==> config.mk <==
export PLATFORM = sky130hd
export DESIGN_NAME = uart_datagram_crc8_engine
export DESIGN_NICKNAME = d
export VERILOG_FILES = /design/src/design/udcrc_pkg.sv /design/src/design/uart_datagram_crc8_engine.sv
export SDC_FILE = /design/constraint.sdc
export NUM_CORES = 1
export LEC_CHECK = 0
export BUFFER_PORTS_ARGS = -buffer_cell sky130_fd_sc_hd__buf_4
export CAP_MARGIN = 20
export CELL_PAD_IN_SITES_DETAIL_PLACEMENT = 1
export CELL_PAD_IN_SITES_GLOBAL_PLACEMENT = 2
export CORE_AREA = 4 4 157 159
export CTS_CLUSTER_DIAMETER = 30
export CTS_CLUSTER_SIZE = 40
export DETAILED_ROUTE_END_ITERATION = 10
export DIE_AREA = 0 0 161 163
export GPL_TIMING_DRIVEN = 0
export PLACE_DENSITY_LB_ADDON = 0.1
export SLEW_MARGIN = 10
export SYNTH_ARGS = -nofsm -noshare
export SYNTH_HDL_FRONTEND = slang
export SYNTH_SLANG_ARGS = --single-unit
==> constraint.sdc <==
create_clock -name clk -period 3.7 [get_ports clk]
set_clock_uncertainty 0.05 [all_clocks]
set_input_delay 0.555 -clock clk [delete_from_list [all_inputs] [get_ports clk]]
set_output_delay 0.555 -clock clk [all_outputs]
set_load 0.02 [all_outputs]
==> src/design/udcrc_pkg.sv <==
// Package for the UART datagram CRC8 engine: item structs, codes, constants
// and the bytewise CRC8 (poly 0x07, LSB-first data) helper. No dependencies.
package udcrc_pkg;

  localparam logic [7:0] SYNC_BYTE   = 8'h05;
  localparam logic [7:0] CRC_POLY    = 8'h07;
  localparam logic [7:0] MASTER_ADDR = 8'hFF;

  typedef enum logic [1:0] {
    OP_WRITE = 2'd0,
    OP_READ  = 2'd1,
    OP_REPLY = 2'd2
  } op_t;

  typedef enum logic {
    KIND_TX   = 1'b0,
    KIND_READ = 1'b1
  } kind_t;

  typedef enum logic [1:0] {
    ST_OK      = 2'd0,
    ST_BAD_HDR = 2'd1,
    ST_BAD_CRC = 2'd2
  } status_t;

  typedef struct packed {
    logic [1:0]  operation;
    logic [6:0]  reg_addr;
    logic [31:0] write_value;
    logic [7:0]  rx_byte;
  } in_item_t;

  typedef struct packed {
    logic        result_kind;
    logic [7:0]  out_byte;
    logic        last_byte;
    logic [31:0] read_value;
    logic [1:0]  read_status;
  } out_item_t;

  function automatic logic [7:0] crc8_byte(input logic [7:0] crc, input logic [7:0] data);
    logic [7:0] c;
    logic       mix;
    c = crc;
    for (int j = 0; j < 8; j++) begin
      mix = c[7] ^ data[j];
      c   = {c[6:0], 1'b0};
      if (mix) begin
        c = c ^ CRC_POLY;
      end
    end
    return c;
  endfunction

endpackage

==> src/design/uart_datagram_crc8_engine.sv <==
// Top level of the UART datagram CRC8 engine: request framing, reply checking
// and a one-byte-per-cycle output register unless out_stall holds it. Uses udcrc_pkg.
//
// channel | ports                          | direction | moves
// in      | in_valid, in_stall, in_data    | input     | one request/reply item
// out     | out_valid, out_stall, out_data | output    | one transmit byte or completion
// cfg     | cfg_valid, cfg_ready, cfg_data | input     | node address write
//
// A write item yields 8 transmit bytes, a read item 4, the eighth reply byte one completion;
// other reply bytes are absorbed with no output. One byte leaves per cycle through the
// output register while out_stall is low; the CRC byte is built on the fly as bytes go out.
// The next item is taken in the cycle the frame hands over its last result.
// Reset (rst_n, synchronous) clears the node address, the valid flags and all reply state.
module uart_datagram_crc8_engine
  import udcrc_pkg::*;
(
  input  logic      clk,
  input  logic      rst_n,
  input  logic      in_valid,
  output logic      in_stall,
  input  in_item_t  in_data,
  output logic      out_valid,
  input  logic      out_stall,
  output out_item_t out_data,
  input  logic      cfg_valid,
  output logic      cfg_ready,
  input  logic [7:0] cfg_data
);

  logic [7:0]  node_addr_r;

  logic [2:0]  reply_cnt_r,  reply_cnt_nxt;
  logic [7:0]  reply_crc_r,  reply_crc_nxt;
  logic [6:0]  exp_reg_r,    exp_reg_nxt;
  logic        hdr_err_r,    hdr_err_nxt;
  logic [31:0] val_shift_r,  val_shift_nxt;

  logic        frm_valid_r,  frm_valid_nxt;
  logic        frm_kind_r,   frm_kind_nxt;
  logic [55:0] frm_buf_r,    frm_buf_nxt;
  logic [2:0]  frm_cnt_r,    frm_cnt_nxt;
  logic [7:0]  frm_crc_r,    frm_crc_nxt;
  logic [31:0] frm_value_r,  frm_value_nxt;
  logic [1:0]  frm_status_r, frm_status_nxt;

  logic        out_valid_r,  out_valid_nxt;
  out_item_t   out_r,        out_nxt;

  logic        emit;
  logic        frm_done;
  logic        in_acc;
  logic        frm_load;
  logic [7:0]  cur_byte;
  logic        cur_last;

  assign cfg_ready = 1'b1;
  assign emit      = frm_valid_r && (!out_valid_r || !out_stall);
  assign frm_done  = emit && (frm_cnt_r == 3'd0);
  assign in_stall  = frm_valid_r && !frm_done;
  assign in_acc    = in_valid && !in_stall;
  assign cur_last  = (frm_cnt_r == 3'd0);
  assign cur_byte  = cur_last ? frm_crc_r : frm_buf_r[55:48];

  assign out_valid = out_valid_r;
  assign out_data  = out_r;

  // item decode and reply collection
  always_comb begin
    reply_cnt_nxt  = reply_cnt_r;
    reply_crc_nxt  = reply_crc_r;
    exp_reg_nxt    = exp_reg_r;
    hdr_err_nxt    = hdr_err_r;
    val_shift_nxt  = val_shift_r;
    frm_load       = 1'b0;
    frm_kind_nxt   = KIND_TX;
    frm_buf_nxt    = '0;
    frm_cnt_nxt    = 3'd0;
    frm_value_nxt  = '0;
    frm_status_nxt = ST_OK;
    if (in_acc) begin
      unique case (in_data.operation)
        OP_WRITE: begin
          frm_load    = 1'b1;
          frm_buf_nxt = {SYNC_BYTE, node_addr_r, 1'b1, in_data.reg_addr, in_data.write_value};
          frm_cnt_nxt = 3'd7;
        end
        OP_READ: begin
          frm_load      = 1'b1;
          frm_buf_nxt   = {SYNC_BYTE, node_addr_r, 1'b0, in_data.reg_addr, 32'h0};
          frm_cnt_nxt   = 3'd3;
          exp_reg_nxt   = in_data.reg_addr;
          reply_cnt_nxt = 3'd0;
          reply_crc_nxt = 8'h00;
          hdr_err_nxt   = 1'b0;
          val_shift_nxt = 32'h0;
        end
        OP_REPLY: begin
          if (reply_cnt_r != 3'd7) begin
            if (reply_cnt_r == 3'd0 && in_data.rx_byte != SYNC_BYTE) begin
              hdr_err_nxt = 1'b1;
            end
            if (reply_cnt_r == 3'd1 && in_data.rx_byte != MASTER_ADDR) begin
              hdr_err_nxt = 1'b1;
            end
            if (reply_cnt_r == 3'd2 && in_data.rx_byte[6:0] != exp_reg_r) begin
              hdr_err_nxt = 1'b1;
            end
            if (reply_cnt_r >= 3'd3) begin
              val_shift_nxt = {val_shift_r[23:0], in_data.rx_byte};
            end
            reply_crc_nxt = crc8_byte(reply_crc_r, in_data.rx_byte);
            reply_cnt_nxt = reply_cnt_r + 3'd1;
          end else begin
            frm_load     = 1'b1;
            frm_kind_nxt = KIND_READ;
            priority if (hdr_err_r) begin
              frm_status_nxt = ST_BAD_HDR;
            end else if (reply_crc_r != in_data.rx_byte) begin
              frm_status_nxt = ST_BAD_CRC;
            end else begin
              frm_status_nxt = ST_OK;
              frm_value_nxt  = val_shift_r;
            end
            reply_cnt_nxt = 3'd0;
            reply_crc_nxt = 8'h00;
            hdr_err_nxt   = 1'b0;
            val_shift_nxt = 32'h0;
          end
        end
        default: begin
        end
      endcase
    end
  end

  // frame emitter and output register
  always_comb begin
    frm_valid_nxt = frm_valid_r && !frm_done;
    frm_crc_nxt   = frm_crc_r;
    out_valid_nxt = out_valid_r && out_stall;
    out_nxt       = out_r;
    if (emit) begin
      out_valid_nxt = 1'b1;
      if (frm_kind_r == KIND_READ) begin
        out_nxt.result_kind = KIND_READ;
        out_nxt.out_byte    = 8'h00;
        out_nxt.last_byte   = 1'b0;
        out_nxt.read_value  = frm_value_r;
        out_nxt.read_status = frm_status_r;
      end else begin
        out_nxt.result_kind = KIND_TX;
        out_nxt.out_byte    = cur_byte;
        out_nxt.last_byte   = cur_last;
        out_nxt.read_value  = 32'h0;
        out_nxt.read_status = ST_OK;
      end
      frm_crc_nxt = crc8_byte(frm_crc_r, frm_buf_r[55:48]);
    end
    if (frm_load) begin
      frm_valid_nxt = 1'b1;
      frm_crc_nxt   = 8'h00;
    end
  end

  always_ff @(posedge clk) begin
    if (!rst_n) begin
      node_addr_r <= 8'h00;
      reply_cnt_r <= 3'd0;
      reply_crc_r <= 8'h00;
      exp_reg_r   <= 7'h00;
      hdr_err_r   <= 1'b0;
      val_shift_r <= 32'h0;
      frm_valid_r <= 1'b0;
      out_valid_r <= 1'b0;
    end else begin
      if (cfg_valid && cfg_ready) begin
        node_addr_r <= cfg_data;
      end
      reply_cnt_r <= reply_cnt_nxt;
      reply_crc_r <= reply_crc_nxt;
      exp_reg_r   <= exp_reg_nxt;
      hdr_err_r   <= hdr_err_nxt;
      val_shift_r <= val_shift_nxt;
      frm_valid_r <= frm_valid_nxt;
      out_valid_r <= out_valid_nxt;
    end
  end

  always_ff @(posedge clk) begin
    frm_crc_r <= frm_crc_nxt;
    out_r     <= out_nxt;
    if (frm_load) begin
      frm_kind_r   <= frm_kind_nxt;
      frm_buf_r    <= frm_buf_nxt;
      frm_cnt_r    <= frm_cnt_nxt;
      frm_value_r  <= frm_value_nxt;
      frm_status_r <= frm_status_nxt;
    end else if (emit) begin
      frm_buf_r <= {frm_buf_r[47:0], 8'h00};
      frm_cnt_r <= frm_cnt_r - 3'd1;
    end
  end

`ifndef SYNTH
  a_frame_holds: assert property (@(posedge clk) disable iff (!rst_n)
    emit && frm_cnt_r != 3'd0 |=> frm_valid_r)
    else $error("frame dropped before its last byte");

  a_cmpl_clean: assert property (@(posedge clk) disable iff (!rst_n)
    out_valid_r && out_r.result_kind == KIND_READ |->
      out_r.out_byte == 8'h00 && !out_r.last_byte)
    else $error("completion carries transmit fields");

  a_bad_no_value: assert property (@(posedge clk) disable iff (!rst_n)
    out_valid_r && out_r.read_status != ST_OK |-> out_r.read_value == 32'h0)
    else $error("failed completion carries a value");
`endif

endmodule

==> report_table.html <==
<table>
<tr><th>Metric</th><th>Value</th></tr>
<tr><th colspan="2">Run status</th></tr>
<tr><td>Status</td><td>completed</td></tr>
<tr><th colspan="2">Routing</th></tr>
<tr><td>Post-detailed-route via-to-cell ratio</td><td>4.77</td></tr>
<tr><td>Wire length per cell</td><td>around 17 um</td></tr>
<tr><td>Number of iterations in the first detailed-routing pass</td><td>4</td></tr>
<tr><td>Detail Route Antenna Nets</td><td>0</td></tr>
<tr><td>Number of design rule violations left after detail routing</td><td>0</td></tr>
<tr><td>Via count</td><td>a little over 6k</td></tr>
<tr><td>Overall routed net length</td><td>21900 um</td></tr>
<tr><td>Detailed router's first-iteration violation count</td><td>230</td></tr>
<tr><th colspan="2">Layout</th></tr>
<tr><td>Fraction of final layout cells with drive strength greater than 1</td><td>0.226</td></tr>
<tr><td>Antenna diode instance count</td><td>0</td></tr>
<tr><td>Cell Count, Final, Fillers Out</td><td>1282</td></tr>
<tr><td>Net count of the finished layout</td><td>995</td></tr>
<tr><td>Final non-filler cell area</td><td>11800 um^2</td></tr>
<tr><td>Layout Area Growth over Synthesis</td><td>32.1%</td></tr>
<tr><th colspan="2">Power</th></tr>
<tr><td>Power Density</td><td>671 nW/um^2</td></tr>
<tr><td>Worst VDD drop</td><td>0.307 mV</td></tr>
<tr><td>Leakage power</td><td>~0.0046 uW</td></tr>
<tr><th colspan="2">Synth</th></tr>
<tr><td>Net count after synthesis</td><td>844</td></tr>
<tr><td>Netlist Area Pre-Place</td><td>8910 um^2</td></tr>
<tr><td>Synth Area per Inst</td><td>~12 um^2</td></tr>
<tr><td>Post-synthesis register bit count</td><td>207</td></tr>
<tr><td>Fraction of the yosys area taken by sequential cells</td><td>0.620</td></tr>
<tr><td>Number of enable-type register cells in the synthesized netlist</td><td>roughly 140</td></tr>
<tr><td>Most frequent cell after synthesis</td><td>edfxtp_1</td></tr>
<tr><td>Async set or reset register ratio after synthesis</td><td>0</td></tr>
<tr><td>Number of synthesis warnings</td><td>0</td></tr>
<tr><td>Dominant cells by area after synthesis</td><td>edfxtp_1 47%, dfxtp_1 16%, and2_1 5.8%</td></tr>
<tr><td>Proportion of netlist area held by the largest area contributor</td><td>0.465</td></tr>
<tr><td>Number of instances in the synthesized netlist</td><td>770</td></tr>
<tr><td>Synth Flop Type</td><td>edfxtp_1</td></tr>
<tr><td>Cell taking the most area after synthesis</td><td>edfxtp_1</td></tr>
<tr><td>Number of distinct library cell variants in the gate-level netlist after synthesis</td><td>56</td></tr>
<tr><td>Commonest cells in the synthesized netlist</td><td>138 x edfxtp_1, 111 x nand2_1, 82 x and2_1</td></tr>
<tr><th colspan="2">Critical path</th></tr>
<tr><td>Largest stage delay on the critical path</td><td>0.67 ns</td></tr>
<tr><td>Endpoint kind of the worst setup timing path</td><td>flip-flop</td></tr>
<tr><td>Crit-path slowest cell</td><td>nand2_4</td></tr>
<tr><td>Critical path type</td><td>reg2reg</td></tr>
<tr><td>Delay-heaviest family, CP</td><td>simple AND/OR/NAND/NOR gates</td></tr>
<tr><td>Maximum fanout along the worst path</td><td>59</td></tr>
<tr><td>Kind of start point of the critical path</td><td>flip-flop</td></tr>
<tr><td>Buffers and inverters on the worst path</td><td>4</td></tr>
<tr><td>Worst endpoint data arrival time</td><td>3.24 ns</td></tr>
<tr><td>Sequence of cells on the critical path</td><td>inv_1 -&gt; ha_1 -&gt; nand2b_1 -&gt; buf_2 -&gt; o21ai_2 -&gt; buf_4 -&gt; nand4b_2 -&gt; clkbuf_1 -&gt; nand2_4</td></tr>
<tr><td>Worst Path Required</td><td>3.80 ns</td></tr>
<tr><th colspan="2">Global route</th></tr>
<tr><td>Global-route wire length before repair</td><td>35500 um</td></tr>
<tr><td>Sum of overflow across all layers after global routing</td><td>0</td></tr>
<tr><td>Total routing resource utilization after global routing</td><td>0.169</td></tr>
<tr><td>Number of global-route vias before repair</td><td>between 6k and 7k</td></tr>
<tr><td>Antenna violations before repair</td><td>0</td></tr>
<tr><td>Pin count of the biggest net entering global routing</td><td>60</td></tr>
<tr><th colspan="2">Clock network</th></tr>
<tr><td>Library cell used as clock root buffer</td><td>clkbuf_16</td></tr>
<tr><td>Number of buffers created by CTS</td><td>52</td></tr>
<tr><td>Post-cts resize count</td><td>0</td></tr>
<tr><td>Max H-tree Level</td><td>2</td></tr>
<tr><td>Worst skew pair latency</td><td>0.53 ns</td></tr>
<tr><td>Setup fix buffers added after clock tree synthesis</td><td>0</td></tr>
<tr><td>Sink Count</td><td>207</td></tr>
<tr><td>CTS tree</td><td>yes</td></tr>
<tr><td>Longest Clk Path Bufs</td><td>3</td></tr>
<tr><td>Post-CTS clock slew at the launch and capture registers of the worst setup and hold paths</td><td>0.04 ns</td></tr>
<tr><td>CTS Hold Bufs</td><td>0</td></tr>
<tr><th colspan="2">Floorplanning</th></tr>
<tr><td>Die footprint</td><td>between 20000 and 30000 um^2</td></tr>
<tr><td>Initial Util</td><td>0.383</td></tr>
<tr><td>X dimension of the die</td><td>approximately 160 um</td></tr>
<tr><td>Number of top-level pins</td><td>109</td></tr>
<tr><td>Area of the core region</td><td>23300 um^2</td></tr>
<tr><td># rows</td><td>56</td></tr>
<tr><td>Height of the chip</td><td>roughly 160 um</td></tr>
<tr><th colspan="2">Placement</th></tr>
<tr><td>Detailed placement HPWL</td><td>15200 um</td></tr>
<tr><td>Port buffer count</td><td>97</td></tr>
<tr><td>Number of cells in the design after placement</td><td>1186</td></tr>
<tr><td>Area after detailed placement</td><td>around 10000 um^2</td></tr>
<tr><td>Final estimated routing congestion in global placement</td><td>0.785</td></tr>
<tr><th colspan="2">Timing</th></tr>
<tr><td>Worst slew margin relative to its limit</td><td>0.429</td></tr>
<tr><td>Final setup violating endpoints</td><td>0</td></tr>
<tr><td>Setup repair after global routing missed its margin</td><td>no</td></tr>
<tr><td>Worst Max-Slew Pin Slew</td><td>~0.85 ns</td></tr>
<tr><td>Final worst path period share</td><td>0.851</td></tr>
<tr><td>Maximum achievable frequency</td><td>0.318 GHz</td></tr>
<tr><td>Final setup TNS</td><td>0 ns</td></tr>
<tr><td>Final hold violations</td><td>0</td></tr>
<tr><td>Final-report max-slew violation count</td><td>0</td></tr>
<tr><td>Final critical path time including I/O delays and setup</td><td>around 3.1 ns</td></tr>
<tr><td>Worst hold slack across all endpoints</td><td>0.211 ns</td></tr>
<tr><th colspan="2">Min path</th></tr>
<tr><td>Worst min-delay path category</td><td>in2reg</td></tr>
<tr><th colspan="2">Flow run</th></tr>
<tr><td>Count of max-cap constraint violations</td><td>0</td></tr>
</table>
-- cell families (layout without fill, tap and decap cells) --
family / Yosys count / count (layout) / synth area share
other: 1 / 1 / 0.000421
AO/OA/AOI/OAI: 92 / 92 / 0.0671
flip-flops: 207 / 207 / 0.620
AND/OR/NAND/NOR: 320 / 320 / 0.184
multiplexers: 17 / 17 / 0.0191
adder cells (fa/ha/maj): 12 / 12 / 0.0169
buffers and inverters: 64 / 257 / 0.0323
XOR/XNOR: 57 / 57 / 0.0600
-- flip-flops by register name, summed over array words and instances (netlist names) --
| signal | flops |
|---|---|
| frm_buf_r | 56 |
| hdr_err_r | 1 |
| exp_reg_r | 7 |
| frm_kind_r | 1 |
| frm_cnt_r | 3 |
| frm_value_r | 32 |
| out_data | 44 |
| frm_crc_r | 8 |
| node_addr_r | 8 |
| reply_cnt_r | 3 |
| frm_valid_r | 1 |
| val_shift_r | 32 |
| frm_status_r | 2 |
| out_valid | 1 |
| reply_crc_r | 8 |
-- stage by stage --
stage | util | setup slack [ns] | power (uW)
6_report | 0.506 | 0.552 | 7900
5_1_grt | 0.506 | 0.291 | 8240
4_1_cts | 0.506 | 0.485 | 8000
3_5_place_dp | 0.432 | 0.262 | 3610
3_3_place_gp | 0.431 | -0.889 | 3580
2_1_floorplan | - | 0.280 | 3360
-- per-layer routing --
layer	track usage	vias up	part of all wire
met4	0.0458	0	0.017
met2	0.285	139	0.48
li1	-	3008	-
met5	0	-	0
met1	0.219	2926	0.45
met3	0.0415	38	0.050
-- cell usage in the layout (no fill, tap or decap), types with 6 or more instances in the layout --
cell type and n:
and2_1 82, clkbuf_1 34, xor2_1 16, buf_2 17
nand2_1 110, clkinv_2 17, xnor2_1 38, clkinv_1 6
mux2i_1 17, a22o_1 15, nor2_1 26, edfxtp_1 138
dfxtp_1 69, nand3_1 65, a21oi_1 48, or3_1 7
buf_4 100, inv_1 9, ha_1 12, clkbuf_16 53
-- worst min-delay path: stages --
cell     delay (ns)
buf_4          0.07
mux2i_1        0.06
nor2_1         0.07
-- worst paths after layout --
kind         slack (ns)              end  depth (start not counted)       startpoint
max reg2reg        0.55    frm_buf_r[21]                          9     frm_cnt_r[0]
min                0.21   node_addr_r[5]                          3      cfg_data[5]
max                0.55    frm_buf_r[21]                          9     frm_cnt_r[0]
min reg2reg        0.40  val_shift_r[29]                          2  val_shift_r[29]
-- where the power goes --
group          internal (uW)  leakage [uW]  total [uW]  switching (uW)
clock network           3010      0.000845        4330            1320
registers               2650       0.00186        2740            83.2
logic                    375       0.00191         829             453
-- cell type report --
cell class	instances	area (um^2)
Clock inverter	34	319
Inverter	11	42.5
Sequential cell	207	5530
Timing Repair Buffer	97	728
Buffer	53	246
Clock buffer	62	1400
Tap cell	319	399
Multi-Input combinational cell	499	3100
Fill cell	2487	11500
Power figures use the tool's default switching activity.
